==> src/rtl/tsrt_pkg.sv <==
// Shared types and constants for the triggered shift register tap.
// Used by tsrt_stage_calc and triggered_shift_register_tap; depends on nothing.
`timescale 1ns / 1ps

package tsrt_pkg;

    // Width of the configuration register index and write data.
    localparam int CFG_INDEX_W = 4;
    localparam int CFG_DATA_W  = 16;

    // Signed width used while the stage is worked out, before clamping.
    localparam int STAGE_CALC_W = 13;

    // Configuration register indexes.
    typedef enum logic [CFG_INDEX_W-1:0] {
        CFG_PRE_DELAY      = 4'd0,
        CFG_STAGE_KNOB     = 4'd1,
        CFG_ATTENUVERTER   = 4'd2,
        CFG_TRIG_THRESHOLD = 4'd3
    } cfg_index_t;

    // Reset values of the configuration registers.
    localparam logic [2:0]         PRE_DELAY_RST      = 3'd1;
    localparam logic [6:0]         STAGE_KNOB_RST     = 7'd1;
    localparam logic signed [9:0]  ATTENUVERTER_RST   = 10'sd0;
    localparam logic signed [15:0] TRIG_THRESHOLD_RST = 16'sd1638;

    // Configuration that sets the selected stage.
    typedef struct packed {
        logic [6:0]        stage_knob;
        logic signed [9:0] attenuverter;
    } stage_cfg_t;

endpackage

==> src/rtl/tsrt_stage_calc.sv <==
// Stage selection for the triggered shift register tap: knob, CV and gain
// combined and clamped to 1..RING_DEPTH. Depends on tsrt_pkg.
`timescale 1ns / 1ps

module tsrt_stage_calc #(
    parameter int RING_DEPTH = 64,
    parameter int STAGE_W    = 7
) (
    input  tsrt_pkg::stage_cfg_t cfg,
    input  logic signed [15:0]   stage_cv,
    input  logic                 stage_cv_present,
    output logic [STAGE_W-1:0]   stage
);

    localparam int CW = tsrt_pkg::STAGE_CALC_W;
    localparam logic signed [CW-1:0] DEPTH_S = CW'(RING_DEPTH);

    logic signed [25:0]   cv_prod;
    logic signed [25:0]   cv_adj;
    logic signed [9:0]    cv_q;
    logic signed [10:0]   gain;
    logic signed [18:0]   knob_prod;
    logic signed [18:0]   knob_adj;
    logic signed [10:0]   knob_q;
    logic signed [CW-1:0] st_sum;

    // CV path: knob plus CV times gain over 65536, truncated toward zero.
    assign cv_prod = stage_cv * cfg.attenuverter;
    assign cv_adj  = cv_prod + (cv_prod[25] ? 26'sd65535 : 26'sd0);
    assign cv_q    = cv_adj[25:16];

    // Knob path: knob times (256 - gain) over 256, truncated toward zero.
    assign gain      = 11'sd256 - 11'(cfg.attenuverter);
    assign knob_prod = $signed({12'd0, cfg.stage_knob}) * 19'(gain);
    assign knob_adj  = knob_prod + (knob_prod[18] ? 19'sd255 : 19'sd0);
    assign knob_q    = knob_adj[18:8];

    assign st_sum = stage_cv_present ? ($signed({6'd0, cfg.stage_knob}) + CW'(cv_q))
                                     : CW'(knob_q);

    // Clamp into the ring.
    always_comb
    begin
        if (st_sum < CW'(1))
            stage = STAGE_W'(1);
        else if (st_sum > DEPTH_S)
            stage = STAGE_W'(RING_DEPTH);
        else
            stage = STAGE_W'(st_sum);
    end

endmodule

==> src/rtl/triggered_shift_register_tap.sv <==
// Triggered shift register with a movable tap: one transaction in, one out,
// one transaction per clock cycle sustained unless m_axis_tready holds the
// pipeline, passing through stage calculation, ring read and output register.
// The ring memory takes one write and one read per cycle; a read that
// hits the entry written in the same cycle is forwarded. The ring needs no
// clearing pass after reset: a wrap flag and the write pointer make
// never-written entries read as zero, so items are accepted from the
// first cycle after reset. Depends on tsrt_pkg and tsrt_stage_calc.
`timescale 1ns / 1ps

module triggered_shift_register_tap #(
    parameter int RING_DEPTH  = 64,
    parameter int SAMPLE_BITS = 16
) (
    input  logic clk,
    input  logic rst_n,

    // Input stream.
    input  logic        s_axis_tvalid,
    output logic        s_axis_tready,
    // tdata: trig_level [15:0], sample_in [31:16], stage_cv [47:32]
    input  logic [47:0] s_axis_tdata,
    // tuser: trig_present [0], stage_cv_present [1]
    input  logic [1:0]  s_axis_tuser,

    // Output stream.
    output logic        m_axis_tvalid,
    input  logic        m_axis_tready,
    // tdata: sample_out [SAMPLE_BITS-1:0], stage_now [SAMPLE_BITS+6:SAMPLE_BITS], zero fill
    output logic [((SAMPLE_BITS+14)/8)*8-1:0] m_axis_tdata,

    // Configuration write channel.
    input  logic                               cfg_valid,
    output logic                               cfg_ready,
    input  logic [tsrt_pkg::CFG_INDEX_W-1:0]   cfg_index,
    input  logic [tsrt_pkg::CFG_DATA_W-1:0]    cfg_data
);

    localparam int AW = $clog2(RING_DEPTH);
    localparam int SW = $clog2(RING_DEPTH + 1);
    localparam int IW = $clog2(2 * RING_DEPTH);

    // Configuration registers.
    logic [2:0]         pre_delay_reg;
    logic [6:0]         stage_knob_reg;
    logic signed [9:0]  attenuverter_reg;
    logic signed [15:0] trig_threshold_reg;

    // Tap state.
    logic [AW-1:0] wp_reg;
    logic          wrapped_reg;
    logic [2:0]    delay_count_reg;
    logic          armed_reg;
    logic          was_high_reg;
    logic [SW-1:0] last_stage_reg;
    logic [SAMPLE_BITS-1:0] held_reg;

    // Pipeline registers.
    logic                   p1_valid_reg;
    logic [SW-1:0]          p1_stage_reg;
    logic signed [15:0]     p1_level_reg;
    logic                   p1_present_reg;
    logic [SAMPLE_BITS-1:0] p1_sample_reg;

    logic                   p2_valid_reg;
    logic                   p2_rd_reg;
    logic                   p2_fwd_reg;
    logic                   p2_entry_ok_reg;
    logic [SW-1:0]          p2_stage_reg;
    logic [SAMPLE_BITS-1:0] p2_sample_reg;
    logic [SAMPLE_BITS-1:0] rdata_reg;

    logic                   m_valid_reg;
    logic [SAMPLE_BITS-1:0] out_sample_reg;
    logic [6:0]             out_stage_reg;

    logic [SAMPLE_BITS-1:0] ring [RING_DEPTH];

    tsrt_pkg::stage_cfg_t stage_cfg;
    logic [SW-1:0]        stage_calc;
    logic                 adv;
    logic                 p1_go;
    logic                 changed;
    logic                 high;
    logic                 armed_eff;
    logic                 do_write;
    logic [AW-1:0]        wp_inc;
    logic [AW-1:0]        wp_next;
    logic                 wrapped_next;
    logic [IW-1:0]        idx_sum;
    logic [AW-1:0]        rd_addr;
    logic                 entry_ok;
    logic                 rd_en;
    logic                 fwd;
    logic [SAMPLE_BITS-1:0] held_next;

    // The whole pipeline moves when the output register can take an item.
    assign adv           = !m_valid_reg || m_axis_tready;
    assign s_axis_tready = adv;
    assign cfg_ready     = 1'b1;
    assign p1_go         = adv && p1_valid_reg;

    // Stage selection, registered into the first pipeline stage.
    assign stage_cfg.stage_knob   = stage_knob_reg;
    assign stage_cfg.attenuverter = attenuverter_reg;

    tsrt_stage_calc #(
        .RING_DEPTH(RING_DEPTH),
        .STAGE_W   (SW)
    ) u_stage_calc (
        .cfg             (stage_cfg),
        .stage_cv        ($signed(s_axis_tdata[47:32])),
        .stage_cv_present(s_axis_tuser[1]),
        .stage           (stage_calc)
    );

    // Trigger edge detection and write decision.
    always_comb
    begin
        changed   = p1_stage_reg != last_stage_reg;
        high      = p1_level_reg >= trig_threshold_reg;
        armed_eff = armed_reg || (p1_present_reg && high && !was_high_reg);
        do_write  = p1_present_reg && armed_eff && (delay_count_reg >= pre_delay_reg);
        wp_inc    = (wp_reg == AW'(RING_DEPTH - 1)) ? '0 : wp_reg + AW'(1);
        wp_next   = do_write ? wp_inc : wp_reg;
        wrapped_next = wrapped_reg || (do_write && (wp_reg == AW'(RING_DEPTH - 1)));
    end

    // Tap address after this item's write, wrapped into the ring.
    always_comb
    begin
        idx_sum  = IW'(wp_next) + IW'(RING_DEPTH) - IW'(p1_stage_reg);
        rd_addr  = (idx_sum >= IW'(RING_DEPTH)) ? AW'(idx_sum - IW'(RING_DEPTH))
                                                 : AW'(idx_sum);
        entry_ok = wrapped_next || (rd_addr < wp_next);
        rd_en    = changed || do_write;
        fwd      = do_write && (p1_stage_reg == SW'(1));
    end

    // Ring memory: one write and one registered read per cycle.
    always_ff @(posedge clk)
    begin
        if (p1_go && do_write)
            ring[wp_reg] <= p1_sample_reg;
        if (p1_go && rd_en)
            rdata_reg <= ring[rd_addr];
    end

    // Configuration writes.
    always_ff @(posedge clk or negedge rst_n)
    begin
        if (!rst_n)
        begin
            pre_delay_reg      <= tsrt_pkg::PRE_DELAY_RST;
            stage_knob_reg     <= tsrt_pkg::STAGE_KNOB_RST;
            attenuverter_reg   <= tsrt_pkg::ATTENUVERTER_RST;
            trig_threshold_reg <= tsrt_pkg::TRIG_THRESHOLD_RST;
        end
        else if (cfg_valid && cfg_ready)
        begin
            case (cfg_index)
                tsrt_pkg::CFG_PRE_DELAY:      pre_delay_reg      <= cfg_data[2:0];
                tsrt_pkg::CFG_STAGE_KNOB:     stage_knob_reg     <= cfg_data[6:0];
                tsrt_pkg::CFG_ATTENUVERTER:   attenuverter_reg   <= $signed(cfg_data[9:0]);
                tsrt_pkg::CFG_TRIG_THRESHOLD: trig_threshold_reg <= $signed(cfg_data);
                default: ;
            endcase
        end
    end

    // Tap state update, one item per cycle while the pipeline advances.
    always_ff @(posedge clk or negedge rst_n)
    begin
        if (!rst_n)
        begin
            wp_reg          <= '0;
            wrapped_reg     <= 1'b0;
            delay_count_reg <= '0;
            armed_reg       <= 1'b0;
            was_high_reg    <= 1'b0;
            last_stage_reg  <= SW'(1);
        end
        else if (p1_go)
        begin
            last_stage_reg <= p1_stage_reg;
            wp_reg         <= wp_next;
            wrapped_reg    <= wrapped_next;
            if (p1_present_reg)
            begin
                was_high_reg <= high;
                if (armed_eff)
                begin
                    if (do_write)
                    begin
                        delay_count_reg <= '0;
                        armed_reg       <= 1'b0;
                    end
                    else
                    begin
                        delay_count_reg <= delay_count_reg + 3'd1;
                        armed_reg       <= 1'b1;
                    end
                end
            end
        end
    end

    // Pipeline valid bits and the held output.
    always_ff @(posedge clk or negedge rst_n)
    begin
        if (!rst_n)
        begin
            p1_valid_reg <= 1'b0;
            p2_valid_reg <= 1'b0;
            m_valid_reg  <= 1'b0;
            held_reg     <= '0;
        end
        else if (adv)
        begin
            p1_valid_reg <= s_axis_tvalid;
            p2_valid_reg <= p1_valid_reg;
            m_valid_reg  <= p2_valid_reg;
            if (p2_valid_reg)
                held_reg <= held_next;
        end
    end

    // Pipeline payload.
    always_ff @(posedge clk)
    begin
        if (adv)
        begin
            p1_stage_reg    <= stage_calc;
            p1_level_reg    <= $signed(s_axis_tdata[15:0]);
            p1_present_reg  <= s_axis_tuser[0];
            p1_sample_reg   <= SAMPLE_BITS'(s_axis_tdata[31:16]);
            p2_rd_reg       <= rd_en;
            p2_fwd_reg      <= fwd;
            p2_entry_ok_reg <= entry_ok;
            p2_stage_reg    <= p1_stage_reg;
            p2_sample_reg   <= p1_sample_reg;
            out_sample_reg  <= held_next;
            out_stage_reg   <= 7'(p2_stage_reg);
        end
    end

    // New held value: the tap read, the forwarded sample, zero for a never-written entry, or the old value.
    always_comb
    begin
        if (!p2_rd_reg)
            held_next = held_reg;
        else if (p2_fwd_reg)
            held_next = p2_sample_reg;
        else if (p2_entry_ok_reg)
            held_next = rdata_reg;
        else
            held_next = '0;
    end

    // Output packing.
    assign m_axis_tvalid = m_valid_reg;
    always_comb
    begin
        m_axis_tdata = '0;
        m_axis_tdata[SAMPLE_BITS-1:0]  = out_sample_reg;
        m_axis_tdata[SAMPLE_BITS +: 7] = out_stage_reg;
    end

    // A pending delay count exists only while a write is armed.
    a_count_needs_arm: assert property (@(posedge clk) disable iff (!rst_n)
        !armed_reg |-> delay_count_reg == 3'd0)
        else $error("delay count nonzero while disarmed");

    // The write pointer stays inside the ring.
    a_wp_bound: assert property (@(posedge clk) disable iff (!rst_n)
        wp_reg <= AW'(RING_DEPTH - 1))
        else $error("write pointer outside ring");

    // The remembered stage is always a clamped stage.
    a_last_stage_bound: assert property (@(posedge clk) disable iff (!rst_n)
        last_stage_reg >= SW'(1) && last_stage_reg <= SW'(RING_DEPTH))
        else $error("last stage out of range");

    // Every committed write advances the pointer.
    a_write_advances: assert property (@(posedge clk) disable iff (!rst_n)
        (p1_go && do_write) |=> wp_reg != $past(wp_reg))
        else $error("write did not advance pointer");

endmodule
==> config.mk <==
export PLATFORM = sky130hd
export DESIGN_NAME = triggered_shift_register_tap
export DESIGN_NICKNAME = d
export VERILOG_FILES = /design/src/rtl/tsrt_pkg.sv /design/src/rtl/tsrt_stage_calc.sv /design/src/rtl/triggered_shift_register_tap.sv
export SDC_FILE = /design/constraint.sdc
export NUM_CORES = 2
export LEC_CHECK = 0
export BUFFER_PORTS_ARGS = -buffer_cell sky130_fd_sc_hd__buf_2
export CORE_ASPECT_RATIO = 1.4
export CORE_MARGIN = 8
export CORE_UTILIZATION = 65
export DETAILED_ROUTE_END_ITERATION = 10
export GPL_ROUTABILITY_DRIVEN = 0
export PLACE_DENSITY = 0.88
export SETUP_SLACK_MARGIN = 0.15
export SLEW_MARGIN = 20
export SYNTH_ARGS = -nofsm -noshare
export SYNTH_HDL_FRONTEND = slang
export SYNTH_SLANG_ARGS = --single-unit
==> constraint.sdc <==
create_clock -name clk -period 15.2 [get_ports clk]
set_clock_uncertainty 0.05 [all_clocks]
set_input_delay 3.8 -clock clk [delete_from_list [all_inputs] [get_ports clk]]
set_output_delay 3.8 -clock clk [all_outputs]
set_load 0.05 [all_outputs]
# Word level (Yosys, flattened, before mapping)

Memory sizes are Yosys's and may differ from the RTL's. A register that Yosys moved wholly into a read port is not among the register bits.
Index checks and enable logic that the tools add are counted.

Bits of input ports: 75
Memories: 1
Logic and storage cells: 89
Bits in registers: 163
Output and inout bits: 27
RAM bits: 1024

Memory list:

| name | depth | bits a word | read ports | clocked after memory_dff | write ports | RTL line                           | text |
|---|---|---|---|---|---|---|---|
| ring | 64    | 16          | 1          | 1                        | 1           | triggered_shift_register_tap.sv:77 | `logic [SAMPLE_BITS-1:0] ring [RING_DEPTH];` |

Mux-type cells: 14
$lt $le $gt $ge: 6
Add/sub/neg operators: 9
Equal/unequal tests: 6
Reductions and logical operators: 25
Multiply operators: 2

Operators with widths:

| kind                     | count |
|---|---|
| $mux W16                 | 4 |
| $add A26 B17 Y26         | 1 |
| $mul A16 B10 Y26         | 1 |
| $add A19 B19 Y19         | 1 |
| $mul A8 B11 Y19          | 1 |
| $mux W6                  | 3 |
| $ge A16 B16 Y1           | 1 |
| $gt A13 B8 Y1 const B    | 1 |
| $lt A13 B2 Y1 const B    | 1 |
| $mux W13                 | 1 |
| $reduce_and A2 Y1        | 6 |
| $add A8 B10 Y11          | 1 |
| $sub A10 B10 Y11 const A | 1 |
| $logic_and A1 B1 Y1      | 9 |
| $eq A4 B2 Y1 const B     | 2 |
| $mux W8                  | 1 |
| $add A6 B7 Y7 const B    | 1 |
| $eq A7 B1 Y1 const B     | 1 |
| $ge A7 B7 Y1 const B     | 1 |
| $mux W7                  | 1 |
| $ne A7 B7 Y1             | 1 |
| $sub A7 B7 Y7            | 1 |
| $add A6 B1 Y6 const B    | 1 |
| $eq A6 B6 Y1 const B     | 1 |
| 12 further kinds         | 19 |

# Depth between registers and ports, before layout

Depth after elaboration: 13
Gate-level depth with buffers: 43
Depth with buffers taken out: 41

# Cells and area by module

A second synthesis with hierarchy kept.

Cell total of the unflattened synthesis: 3461
Area, all modules: 57139.8 um^2

By module, submodules not included:

| module                       | sequential area each (um^2) | cells an instance | instances | area an instance (um^2) |
|---|---|---|---|---|
| triggered_shift_register_tap | 35765.6                     | 2173              | 1         | 46514.6 |
| tsrt_stage_calc              | 0.0                         | 1288              | 1         | 10625.2 |

# Worst setup path after synthesis

OpenSTA, ideal clock, no wires.

Path kind: input to register
Start point: input port s_axis_tdata[47]
End point: register p1_stage_reg[4], data pin
Data required time: 14.980 ns
Buffers on the path: 1
Stages on the path: 37
Slack: 2.109 ns
Data arrival time: 12.871 ns
Setup time: 0.170 ns
Cells stage by stage: clkbuf_1 > nand2_1 > fa_1 > inv_1 > fa_1 > inv_1 > fa_1 > fa_1 > fa_1 > inv_1 > ha_1 > a2111o_1 > o311ai_1 > a31oi_4 > xor2_4 > inv_2 > ha_1 > nor2_1 > or4_1 > or4_4 > a221oi_4 > a21boi_1 > nor2b_1 > xor2_1 > ha_1 > a21o_1 > a21oi_1 > o21bai_1 > a21oi_1 > xnor2_1 > a221o_1 > a211oi_1 > nand3_1 > nor4_1 > xor2_1 > nand2_1 > nor4_2

Cells in the longest elaborated chain, start to end: 7
Elaborated cells between the ends (all ways): 8
Those cells by class: add/sub (2); mul (1); order compare (2); mux (2); reduce/logical (1)

RTL lines:

| item                                                  | RTL line                                     | text |
|---|---|---|
| from (decl)                                           | triggered_shift_register_tap.sv:22           | `input logic [47:0] s_axis_tdata,` |
| $mul A16 B10 Y26 (*)                                  | tsrt_stage_calc.sv:28                        | `assign cv_prod = stage_cv * cfg.attenuverter;` |
| $mux W16                                              | tsrt_stage_calc.sv:29                        | `assign cv_adj = cv_prod + (cv_prod[25] ? 26'sd65535 : 26'sd0);` |
| $add A26 B17 Y26 (*)                                  | tsrt_stage_calc.sv:29                        |  |
| $add A8 B10 Y11 (*)                                   | tsrt_stage_calc.sv:38                        | `assign st_sum = stage_cv_present ? ($signed({6'd0, cfg.stage_knob}) + CW'(cv_q))` |
| $mux W13 (*)                                          | tsrt_stage_calc.sv:38                        |  |
| $gt A13 B8 Y1 / $lt A13 B2 Y1 (equally long branches) | tsrt_stage_calc.sv:46, tsrt_stage_calc.sv:44 |  |
| $reduce_or A2 Y1 (no line)                            | n/a                                          |  |
| to (signal assigned)                                  | triggered_shift_register_tap.sv:233          | `p1_stage_reg <= stage_calc;` |
| to (decl)                                             | triggered_shift_register_tap.sv:60           | `logic [SW-1:0] p1_stage_reg;` |

Mark *: on every way between the ends. The rest lies on a longest branch, timed or not.
A chain may end at the register's enable or synchronous reset.

# Worst setup path after layout

Start point: input port s_axis_tdata[47]
End point: register p1_stage_reg[1], data pin

The elaborated chain is that of the path after synthesis.

==> results.yml <==
grt:
  grt_pass1_wl_um: 221000
  antenna_found_initial: 5
  track_usage_pct: 30.9
  grt_max_degree: 146
  overflow: 0
  first_global_vias: 33900
floorplan:
  fp.dieH_um: 367
  die_area_sq_mm: 0.0978
  num_rows: 128
  die_w_um: 267
  start_util_pct: 65.6
  core_sq_mm: 0.0871
  io_pins: 102
synth:
  synth_warnings: 0
  synth-seq-cells: 1203
  async_flop_share_pct: 6.15
  yosysTopAreaCell: "edfxtp_1"
  synth_common_cells: "edfxtp_1, mux4_2, inv_1"
  ys_seq_area_share_pct: 62.6
  synth_most_common_cell: "edfxtp_1"
  ys.flop_type: "edfxtp_1"
  syn_area_sq_mm: 0.0571
  netlist.area_leader.share_pct: 59.3
  synth_cells: 3365
  synth-edff-count: 1129
  synth_nets: 3791
  ys_types: 83
  ys_top_cells_by_area: "edfxtp_1, mux4_2, fa_1"
  synth_area_per_cell_sq_um: 17.0
cts:
  path_clk_slew_ps: 70
  clock_path_buffers: 3
  htree_levels: 3
  tritoncts: "built"
  root_buffer: "clkbuf_16"
  post_cts_resized: 0
  cts_setup_buffers: 0
  clk_latency_ps: 720
  clock_sinks: 1203
  cts_buffers: 105
  cts-hold-fix-buffers: 0
layout:
  nets: 3946
  syn2layout_area_growth_pct: 10.3
  regMostFlops: "ring"
  multi_input_area_sq_mm: 0.0197
  final_core_util_pct: 72.4
  largest_reg_flops: 1024
  seq_area_sq_mm: 0.0358
  drive_above_1_share_pct: 21.6
  fillers: 4892
critical_path:
  arrival_ps: 13980
  worstSetupPathType: "in -> reg"
  cp.required_ps: 15660
  critPathMaxStageDelay_ps: 610
  path_max_fanout: 10
  crit_slowest_cell: "fa_1"
  end_kind: "register"
  cp-start-kind: "input pin"
  rr_worst_depth: 37
  crit_path_frequent_cell: "fa_1"
sta:
  hold_violations: 0
  layout_min_cycle_time_ps: 13510
  finalSetupViolCount: 0
  fin_crit_sh_pct: 88.9
  slew_headroom_pct: 25.0
  drv_slew: 0
  rsz0062_at_grt: "false"
  worstMarginPinSlew_ps: 1120
  max_clock_freq_ghz: 0.0740
  tns_ps: 0
drt:
  post-route-drc-count: 0
  post_drt_wl_per_cell_um: 31.3
  first_pass_iters: 6
  drtIter0Drc: 4078
  wl_um: 150000
  antenna_left: 0
  via_per_inst: 6.85
  vias: 32800
placed_design:
  numPortBuffers: 99
  hpwl_um: 88600
hold_path:
  hold_path_depth: 0
  min_path_type: "reg -> reg"
flow_run:
  max_cap_viol_count: 0
status:
  status: "completed"
critical path, delay by kind of cell:
family | cells | cell delay [ps]
compound gates | 11 | 3020
fa+ha+maj | 8 | 3460
buf+inv | 5 | 630
xor+xnor | 4 | 810
simple gates | 9 | 2240
metrics by stage:
| step | worst slack [ps] | instances | area [sq um] | hold WS [ps] |
|---|---|---|---|---|
| finish | 1690 | 4788 | 63000 | 376 |
| global route | 1190 | 4782 | 63000 | 391 |
| detailed placement | 1240 | 4583 | 59400 | 357 |
| floorplan | 2110 | 3365 | 57100 | 350 |
| global placement | 1400 | 4583 | 59400 | 351 |
| CTS | 1820 | 4782 | 63000 | 379 |
final timing paths:
path / from / to / slack [ps]
max reg2reg: attenuverter_reg[9] / p1_stage_reg[1] / 4110
min reg2reg: p2_stage_reg[3] / out_stage_reg[3] / 380
max in group asynchronous: rst_n / held_reg[9] / 11450
min in group asynchronous: rst_n / was_high_reg / 3100
min: p2_stage_reg[3] / out_stage_reg[3] / 380
max: s_axis_tdata[47] / p1_stage_reg[1] / 1690
area by class of cell:
| cell class | count | share of cell area (%) |
|---|---|---|
| flip-flops and latches | 1203 | 56.7 |
| multi-input cells | 1703 | 31.3 |
| clock buffers | 138 | 4.59 |
| clock inverters | 61 | 1.18 |
| repair buffers | 200 | 2.02 |
| well taps | 1170 | 2.32 |
| diodes | 6 | 0.0238 |
| inverters | 307 | 1.83 |
cells in the final DEF (no fill, tap or decap), types with 15 or more instances in the layout:
cell type | Yosys | final
o21ai_0 | 50 | 50
edfxtp_1 | 1129 | 1129
xor2_1 | 28 | 26
a21o_1 | 27 | 27
buf_2 | 2 | 98
ha_1 | 149 | 148
dfrtp_1 | 65 | 65
mux4_2 | 320 | 320
mux2i_1 | 55 | 55
clkbuf_1 | 107 | 20
clkbuf_16 | 0 | 106
nand2_1 | 186 | 186
nand2b_1 | 19 | 18
xnor2_1 | 51 | 49
clkinv_2 | 0 | 21
a21oi_1 | 63 | 63
fa_1 | 202 | 201
nand4_1 | 15 | 15
a22oi_1 | 17 | 17
nor2_1 | 151 | 149
buf_4 | 2 | 100
and2_1 | 121 | 121
mux2_2 | 49 | 49
inv_1 | 306 | 306
cells by family after synthesis:
family	synth area share, %
buffers and inverters	3.03
XOR/XNOR	1.34
AND/OR/NAND/NOR	5.00
flip-flops	62.6
multiplexers	14.5
other	0.0131
adder cells (fa/ha/maj)	10.4
AO/OA/AOI/OAI	3.11
layer usage:
layer	up-vias	part of all wire [%]	track usage [%]
met1	16800	32	36.4
met4	2	6.5	17.2
li1	13000	-	-
met3	581	9.4	5.61
met2	2519	52	53.3
met5	-	0.0073	0
Power is not shown: default switching activity piles up to over one toggle a cycle in this logic, so the estimate is an artifact.
